[src/design/multi_voice_pcm_mixer_assert.svh]
// Assertion macros used by the mixer's command engine.
`ifndef MULTI_VOICE_PCM_MIXER_ASSERT_SVH
`define MULTI_VOICE_PCM_MIXER_ASSERT_SVH
`ifndef SYNTHESIS
`define MVM_ASSERT_CLK(label, clk, rst, prop, msg) \
   label: assert property (@(posedge clk) disable iff (rst) prop) else $error(msg);
`define MVM_ASSERT_NEVER(label, clk, rst, cond, msg) \
   label: assert property (@(posedge clk) disable iff (rst) !(cond)) else $error(msg);
`else
`define MVM_ASSERT_CLK(label, clk, rst, prop, msg)
`define MVM_ASSERT_NEVER(label, clk, rst, cond, msg)
`endif
`endif

[src/design/mvm_pkg.sv]
// Types and constants of the multi-voice PCM mixer.
`default_nettype none
package mvm_pkg;
   localparam int VOICE_COUNT  = 8;
   localparam int VIDX_W       = (VOICE_COUNT > 1) ? $clog2(VOICE_COUNT) : 1;
   localparam int SAMPLE_DEPTH = 65536;
   localparam int SAMPLE_AW    = $clog2(SAMPLE_DEPTH);
   localparam int QDEPTH       = 2;
   localparam int QPTR_W       = 1;
   localparam int DIV_NW       = 34;
   localparam int DIV_DW       = 18;
   localparam int DIV_CW       = 6;

   localparam logic [17:0] FRAME_RATE_RESET = 18'd22050;
   localparam logic [8:0]  GAIN_MAX         = 9'd256;
   localparam logic [14:0] GEN_MAX          = 15'h7fff;
   localparam logic [14:0] GEN_FIRST        = 15'd1;

   localparam logic [2:0] CMD_LOAD     = 3'd0;
   localparam logic [2:0] CMD_START    = 3'd1;
   localparam logic [2:0] CMD_STOP     = 3'd2;
   localparam logic [2:0] CMD_VOLUME   = 3'd3;
   localparam logic [2:0] CMD_QUERY    = 3'd4;
   localparam logic [2:0] CMD_STOP_ALL = 3'd5;
   localparam logic [2:0] CMD_RENDER   = 3'd6;
   localparam logic [2:0] CMD_CLEAR    = 3'd7;

   typedef enum logic [2:0] {
      OP_LOAD, OP_START, OP_STOP, OP_VOLUME, OP_QUERY, OP_STOP_ALL, OP_RENDER, OP_CLEAR
   } op_type;

   typedef struct packed {
      logic [2:0]         cmd;
      logic [30:0]        voice_handle;
      logic [15:0]        load_address;
      logic signed [15:0] load_data;
      logic [15:0]        sound_base;
      logic [16:0]        sound_length;
      logic [17:0]        source_rate;
      logic [15:0]        volume_level;
      logic               loop_flag;
   } req_type;

   typedef struct packed {
      logic [30:0]        result_handle;
      logic               playing_flag;
      logic signed [15:0] mix_sample;
   } rsp_type;

   typedef struct packed {
      op_type  op;
      req_type req;
   } entry_type;

   function automatic logic [8:0] clamp_gain(input logic [15:0] level);
      if (level > 16'(GAIN_MAX)) begin
         return GAIN_MAX;
      end
      return level[8:0];
   endfunction
endpackage
`default_nettype wire

[src/design/mvm_front.sv]
// Request front end: command decode and a short request queue.
`default_nettype none
module mvm_front (
   input  wire                   clock,
   input  wire                   reset,
   input  wire                   req_push,
   input  mvm_pkg::req_type      req_data,
   output logic                  req_full,
   input  wire                   q_pop,
   output mvm_pkg::entry_type    q_head,
   output logic                  q_empty
);
   import mvm_pkg::*;

   entry_type         slot_ff [QDEPTH];
   logic [QPTR_W-1:0] wptr_ff, rptr_ff;
   logic [QPTR_W:0]   count_ff;
   op_type            op;
   logic              do_push, do_pop;

   always_comb begin
      unique case (req_data.cmd)
         CMD_LOAD:     op = OP_LOAD;
         CMD_START:    op = OP_START;
         CMD_STOP:     op = OP_STOP;
         CMD_VOLUME:   op = OP_VOLUME;
         CMD_QUERY:    op = OP_QUERY;
         CMD_STOP_ALL: op = OP_STOP_ALL;
         CMD_RENDER:   op = OP_RENDER;
         default:      op = OP_CLEAR;
      endcase
   end

   assign req_full = (count_ff == (QPTR_W+1)'(QDEPTH));
   assign q_empty  = (count_ff == '0);
   assign do_push  = req_push && !req_full;
   assign do_pop   = q_pop && !q_empty;
   assign q_head   = slot_ff[rptr_ff];

   always_ff @(posedge clock) begin
      if (do_push) begin
         slot_ff[wptr_ff] <= '{op: op, req: req_data};
      end
      if (reset) begin
         wptr_ff  <= '0;
         rptr_ff  <= '0;
         count_ff <= '0;
      end else begin
         if (do_push) wptr_ff <= wptr_ff + 1'b1;
         if (do_pop)  rptr_ff <= rptr_ff + 1'b1;
         if (do_push && !do_pop) count_ff <= count_ff + 1'b1;
         else if (do_pop && !do_push) count_ff <= count_ff - 1'b1;
      end
   end
endmodule
`default_nettype wire

[config.mk]
export PLATFORM = sky130hd
export DESIGN_NAME = mvm_front
export DESIGN_NICKNAME = d
export VERILOG_FILES = /design/src/design/multi_voice_pcm_mixer_assert.svh /design/src/design/mvm_pkg.sv /design/src/design/mvm_front.sv
export SDC_FILE = /design/constraint.sdc
export NUM_CORES = 1
export LEC_CHECK = 0
export BUFFER_PORTS_ARGS = -buffer_cell sky130_fd_sc_hd__buf_2
export CAP_MARGIN = 20
export CELL_PAD_IN_SITES_DETAIL_PLACEMENT = 1
export CELL_PAD_IN_SITES_GLOBAL_PLACEMENT = 2
export CORE_UTILIZATION = 40
export CTS_BUF_LIST = sky130_fd_sc_hd__clkbuf_4
export CTS_CLUSTER_SIZE = 30
export DETAILED_ROUTE_END_ITERATION = 12
export GPL_ROUTABILITY_DRIVEN = 0
export GPL_TIMING_DRIVEN = 0
export MAX_ROUTING_LAYER = met4
export PLACE_DENSITY = 0.89
export SETUP_SLACK_MARGIN = 0.15
export SLEW_MARGIN = 10
export SYNTH_ARGS = -nofsm -noshare
export SYNTH_HDL_FRONTEND = slang
export SYNTH_SLANG_ARGS = --single-unit
[constraint.sdc]
create_clock -name clock -period 12.3 [get_ports clock]
set_clock_uncertainty 0.05 [all_clocks]
set_input_delay 1.23 -clock clock [delete_from_list [all_inputs] [get_ports clock]]
set_output_delay 1.23 -clock clock [all_outputs]
set_load 0.1 [all_outputs]
* Word level (Yosys, flattened, before mapping)
Memories as Yosys holds them, arrays and structs flattened. A register that Yosys moved wholly into a read port is not among the register bits.
Cells that the tools add are included.
W data, S select, Z words.
** Word-level totals
- Input port bits :: 138
- Memories kept :: 1
- Word-level logic and storage cells :: 33
- Output and inout port bits :: 139
- Flip-flop bits (word level) :: 4
- Bits in writable memories :: 274
** Cells by class
- Reductions and logical operators :: 11
- Mux-type cells :: 7
- Equality and inequality tests :: 7
- $add $sub $neg :: 4
** Memories
- slot_ff :: depth 2, width 137, read ports 1, clocked after Yosys merged registers in 1, wr ports 1, line mvm_front.sv:15 : entry_type slot_ff [QDEPTH];
** Operators by type and width (count)
- $pmux W3 S7 :: 1
- $eq A3 B3 Y1 const B :: 3
- $eq A3 B2 Y1 const B :: 2
- $logic_and A1 B1 Y1 :: 4
- $logic_not A1 Y1 :: 4
- $mux W1 :: 4
- $mux W2 :: 2
- $eq A3 B1 Y1 const B :: 1
- $logic_not A3 Y1 :: 1
- $add A1 B1 Y1 const B :: 2
- $add A2 B1 Y2 const B :: 1
- $eq A2 B2 Y1 const B :: 1
- $logic_not A2 Y1 :: 1
- $reduce_bool A2 Y1 :: 1
- $sub A2 B1 Y2 const B :: 1

* Logic depth before layout (Yosys ltp)
Gate-level depths: netlist of run 1.
- Word-level depth :: 7
- Depth in mapped cells :: 6
- Gate-level depth less buffers :: 6

* Worst setup path after synthesis of run 1
No wires, ideal clock.
- Path kind :: input to register
- Start point :: input req_push
- End point :: memory slot_ff[1][0] (netlist name), enable pin
- Setup time :: 513 ps
- Arrival time :: 4577 ps
- Path buffers :: 0
- Stages :: 3
- Path slack :: 7160 ps
- Path through :: inv_1 nor2_1 and2_1
** On the way
- Word-level cells in the longest chain between the ends :: 3
** Ends and longest elaborated chain
- from (decl) :: line mvm_front.sv:6 : input wire req_push,
- $logic_and A1 B1 Y1 :: line mvm_front.sv:36 : assign do_push = req_push && !req_full;
- net do_push :: line mvm_front.sv:19 : logic do_push, do_pop;
- $mux W1 :: line mvm_front.sv:41 : if (do_push) begin
- $mux W1 (implied by the code) :: line mvm_front.sv:42 : slot_ff[wptr_ff] <= '{op: op, req: req_data};
- to (decl) :: line mvm_front.sv:15
The timed path passes the listed nets, and every way through them passes these cells.

==> impl_metrics.csv, run 1 <==
group,metric,value,unit
run_status,status,"complete, no violations",
drt,drtAntennaViolNets,0,
synthesis,synth_area_leaders,"edfxtp_1 (81%), mux2_2 (15%), buf_6 (1.1%)",
worst_setup_path,start_kind,"flip-flop",
drt,drt_pass1_iterations,4,
cells_and_area,final_nets,949,
synthesis,yosysTopAreaCell,"edfxtp_1",
clocking,worstSkewPairLatency,0.64,ns
die,die_h,161,um
cells_and_area,final_common_cell,"buf_2",
synthesis,synth_seq_cells,279,
cells_and_area,final_layout_size_suffix_gt1_share,64.2,%
sta,fmax,293,MHz
clocking,clk_pin_slew_worst_paths,0.07,ns
clocking,postCtsSetupRepairBufs,0,
clocking,cts_max_level,3,
die,dieArea,0.0260,mm^2
synthesis,syn_nets,593,
die,core,0.0246,mm^2
cells_and_area,layout_common_cells,"buf_2 (276), edfxtp_1 (274), mux2_2 (137)",
drt,wl_per_cell,18.4,um
sta,finalCritPeriodShare,27.8,%
place,place_hpwl,14700,um
worst_setup_path,crit_fanout,10,
drt,vias_per_cell,4.69,
drt,drt_iter0_drc,261,
grt,grt_pass1_wl,33200,um
drt,remaining_drc_errors,0,
sta,finalHoldViolCount,0,
synthesis,ys_seq_area_share,82.1,%
sta,finalSetupViolations,0,
grt,first_global_vias,6274,
clocking,cts_tree,"yes",
sta,worst_pin_slew,0.604,ns
grt,grt_max_degree,99,
sta,relSlewSlack,59.7,%
worst_setup_path,crit_path_end_kind,"output port",
synthesis,postSynthAreaPerCell,22.4,um^2
clocking,postCtsHoldBufs,0,
clocking,cts-root-buf,"clkbuf_4",
synthesis,synthesis.area,0.0101,mm^2
worst_setup_path,cp_data_required_time,11.02,ns
synthesis,synth_warnings,0,
die,die_x,161,um
synthesis,synth_top_area_share,81.1,%
place,portBuffers,276,
clocking,post_cts_resized,0,
drt,num_vias,5572,
synthesis,yosys.cell_types.count,15,
synthesis,synth_cells,454,
hold_path,hold_class,"flip-flop to flip-flop",
run,maxCapViolations,0,
clocking,clockBufferDepth,3,
sta,rsz0062_at_grt,"no",
die,std_cell_rows,57,
grt,antenna_found_initial,6,
grt,grt-ovfl-total,0,
grt,grt_usage,17.5,%
cells_and_area,area_delta_synth_final,28.4,%
sta,report.final.slew_viol_count,0,
clocking,cts_buffers,75,
worst_setup_path,cp.arrival,2.14,ns
drt,drt-total-wl,21900,um
clocking,cts.sinks,279,
die,ios,277,
sta,setup-tns-final,0,ns
sta,period_needed,3.42,ns
worst_setup_path,crit_type,"flip-flop to output port",
die,start_util,41.3,%
cell families (layout without fill, tap and decap cells):
group / count (synthesis) / after routing / synth area share, %
other: 0 / 6 / 0
DFF: 279 / 279 / 82.1
muxes: 137 / 137 / 15.2
AOI/OAI and AO/OA: 5 / 5 / 0.247
adders and majority gates: 1 / 1 / 0.123
and+or+nand+nor: 9 / 9 / 0.456
xor gates and xnor gates: 3 / 3 / 0.259
buffers and inverters: 20 / 424 / 1.66
per-stage QoR:
step	cell area, um^2	utilization, %	setup WS (ns)	hold slack, ns	instances
finish	13000	53.0	8.88	0.459	1188
global route	13000	53.0	8.72	0.487	1188
CTS	13000	52.9	8.76	0.459	1182
detailed placement	12000	48.9	9.20	0.449	1057
global placement	11900	48.5	5.12	0.417	1054
floorplan	10100	-	7.16	0.402	454
critical path: stages, from the launching register on:
cell and delay (ns):
dfxtp_1 0.34, buf_4 0.29, buf_6 0.21, mux2_2 0.36, buf_2 0.30
path summary, 6_finish.rpt:
kind / from / to / slack [ns] / cells after the start
max reg2reg: count_ff[0] / slot_ff[0][89] / 10.05 / 4
max: flip-flop / q_head[68] / 8.88 / 4
min reg2reg: wptr_ff / wptr_ff / 0.46 / 2
min: wptr_ff / wptr_ff / 0.46 / 2
layer usage:
metal,vias to the layer above,share of wire [%],global-route usage [%]
met1,2714,37,18.3
li1,2558,-,-
met3,56,7.9,6.47
met2,244,52,29.0
met4,0,3.5,8.83
met5,-,0,-
state kept, by name, summed over array words and instances, names as in the netlist, named ones only:
name	cells
wptr_ff	1
slot_ff	274
count_ff	2
rptr_ff	1
final cells by class:
cell class,instances,area (um^2)
diodes,6,15.0
plain buffers,18,161
clock buffers,110,826
clock inverters,15,164
fillers,2430,11600
inverters,2,15.0
multi-input cells,155,1660
flip-flops and latches,279,8330
well taps,324,405
repair buffers,279,1460
cells in the mapped netlist:
cell type,instances
a21oi_1,2
and2_1,1
buf_4,5
buf_6,10
clkbuf_1,3
dfxtp_1,5
edfxtp_1,274
ha_1,1
inv_1,2
mux2_2,137
nor2_1,5
nor2b_2,1
o21ai_0,3
or3_1,2
xor2_1,3
Power of run 1 is left out: the tool's default activity adds up to more than one toggle a clock period on the data nets, which glitch-free logic cannot reach.
==> run 2, diff against run 1 <==
==> constraint.sdc (replaced) <==
create_clock -name clock -period 3.33 [get_ports clock]
set_clock_uncertainty 0.05 [all_clocks]
set_input_delay 0.333 -clock clock [delete_from_list [all_inputs] [get_ports clock]]
set_output_delay 0.333 -clock clock [all_outputs]
set_load 0.1 [all_outputs]
==> run 2 against run 1 <==
Compared with the run above: critical path depth did not move; global-route usage rose by 3.0 points; die area did not move; register-to-register slack got worse by 9.0 ns; final area rose by 10%; critical endpoint is now q_head[70].
==> impl_metrics.csv, run 2 (synthesized netlist as in run 1, its figures left out) <==
group,metric,value,unit
clocking,cts_buffers,73,
power_and_ir_drop,power_switching,6.66,mW
hold_path,hold_class,"input port to flip-flop",
grt,grt_pass1_wl,38900,um
grt,grt_max_degree,57,
clocking,post_cts_resized,0,
drt,num_vias,6176,
worst_setup_path,slowest_stage,"mux2_2",
drt,vias_per_cell,4.69,
cells_and_area,fill_cells,2363,
die,core,0.0246,mm^2
cells_and_area,reg_top3,"slot_ff x274, count_ff x2",
clocking,clk_pin_slew_worst_paths,0.07,ns
drt,drt_iter0_drc,254,
place,postPlaceCellArea,0.0121,mm^2
cells_and_area,final_common_cell,"buf_2",
sta,relSlewSlack,53.0,%
drt,wl_per_cell,19.5,um
worst_setup_path,crit_chain,"buf_4, buf_6, mux2_2, buf_2",
worst_setup_path,worstPathBufferInverterCount,3,
hold_path,min-delay-start,"q_pop",
sta,report.final.slew_viol_count,0,
sta,finalHoldViolCount,0,
power_and_ir_drop,power.leakage,5.48,nW
place,portBuffers,276,
run,maxCapViolations,0,
die,std_cell_rows,57,
power_and_ir_drop,combinationalPowerShare,46.6,%
worst_setup_path,worstReg2RegEnd,"slot_ff[1][71]",
worst_setup_path,cpLargestDelayFamily,"buffers and inverters",
clocking,cts_max_level,3,
sta,rsz0062_at_grt,"no",
clocking,clockBufferDepth,3,
clocking,cts_tree,"yes",
place,place_hpwl,14400,um
worst_setup_path,start_kind,"flip-flop",
power_and_ir_drop,pwr-share-seq,32.6,%
worst_setup_path,crit_fanout,10,
worst_setup_path,max_stage_delay,0.36,ns
worst_setup_path,cp.arrival,2.12,ns
clocking,cts-root-buf,"clkbuf_4",
cells_and_area,layout_common_cells,"buf_2 (276), edfxtp_1 (274), mux2_2 (137)",
sta,worst_pin_slew,0.705,ns
die,dieArea,0.0260,mm^2
sta,finalCritPeriodShare,75.2,%
run_status,status,"complete, no violations",
cells_and_area,top_register,"slot_ff",
clocking,postCtsHoldBufs,136,
worst_setup_path,crit_type,"flip-flop to output port",
power_and_ir_drop,p_per_area,969,mW/mm^2
sta,setup-tns-final,0,ns
power_and_ir_drop,intPower,7.23,mW
grt,first_global_vias,7081,
grt,antenna_found_initial,2,
die,die_x,161,um
cells_and_area,largest_reg_flops,274,
cells_and_area,final_nets,1086,
sta,fmax,399,MHz
die,die_h,161,um
worst_setup_path,reg2reg_slack,1.05,ns
cells_and_area,final_layout_size_suffix_gt1_share,55.4,%
sta,holdWs,0.0830,ns
worst_setup_path,cp_data_required_time,2.95,ns
hold_path,min_to,"rptr_ff",
power_and_ir_drop,p_sw_share,48.0,%
cells_and_area,multi_input_area,0.00167,mm^2
drt,remaining_drc_errors,0,
clocking,cts.sinks,279,
worst_setup_path,reg2reg_from,"count_ff[1]",
sta,period_needed,2.50,ns
clocking,postCtsSetupRepairBufs,0,
clocking,worstSkewPairLatency,0.62,ns
worst_setup_path,crit_path_end_kind,"output port",
power_and_ir_drop,clock_power_share,20.8,%
cells_and_area,area_delta_synth_final,41.2,%
drt,drt-total-wl,25800,um
die,ios,277,
hold_path,hold_depth,4,
worst_setup_path,r2r_cells,5,
die,start_util,41.3,%
power_and_ir_drop,vdd_drop_max,677,uV
drt,drtAntennaViolNets,0,
grt,grt_usage,20.5,%
cells_and_area,stdcell_area,0.0143,mm^2
drt,drt_pass1_iterations,4,
grt,grt-ovfl-total,0,
cells_and_area,register_area,0.00833,mm^2
sta,finalSetupViolations,0,
[run 2: cell count changes in the layout (fill, tap and decap cells not counted), moves of 3 or more]
cell           change
diode_2            -4
clkbuf_4           -4
clkinvlp_4         +3
buf_12             +5
dlygate4sd3_1    +136
bufinv_16          -3
[run 2: through the flow]
step           total power [mW]  instances  worst slack (ns)  util (%)
2_1_floorplan              9.92        454            -0.272         -
3_3_place_gp               10.9       1054             -1.10      48.6
3_5_place_dp               10.9       1060             0.992      49.1
4_1_cts                    13.9       1316             0.728      58.2
5_1_grt                    14.4       1318             0.665      58.2
6_report                   13.9       1318             0.826      58.2
[run 2: power by group through the flow]
| stage | clock [mW] | combinational, mW | sequential [mW] |
|---|---|---|---|
| after global routing | 3.15 | 6.66 | 4.57 |
| after detailed placement | 0 | 6.33 | 4.60 |
| after global placement | 0 | 6.22 | 4.63 |
| after CTS | 2.94 | 6.48 | 4.52 |
| after floorplan | 0 | 5.33 | 4.59 |
| final | 2.88 | 6.47 | 4.53 |
[run 2: worst register-to-register path, stage by stage, from the launching register on]
cell and delay [ns]:
dfxtp_2 0.34, nor2b_4 0.14, nor2_1 0.14, and2_4 0.63, buf_16 0.37, buf_12 0.28
[run 2: worst max path at each step]
stage                            from              to  slack [ns]  cells after the start
after global routing        flip-flop      q_head[67]        0.66                      4
after CTS                   flip-flop      q_head[67]        0.73                      4
final                       flip-flop      q_head[70]        0.83                      4
after global placement    count_ff[1]  slot_ff[0][90]       -1.10                      3
after detailed placement     req_push  slot_ff[1][90]        0.99                      6
after floorplan           count_ff[1]   slot_ff[0][0]       -0.27                      3
[run 2: layer usage]
layer,wire length [um],up-vias,global-route usage (%)
met5,0,-,-
met2,13600,247,36.0
li1,-,2824,-
met3,1620,57,6.57
met1,9700,3048,21.1
met4,803,0,8.53
[run 2: layout make-up]
type                    instances  share of cell area [%]
multi-input cells             155                    11.6
flip-flops and latches        279                    58.1
repair buffers                418                    20.0
clock buffers                 106                    5.55
well taps                     324                    2.83
plain buffers                  18                    1.13
clock inverters                14                   0.602
inverters                       2                  0.0786
diodes                          2                  0.0349
No activity file was read; power rests on OpenSTA's default activity.
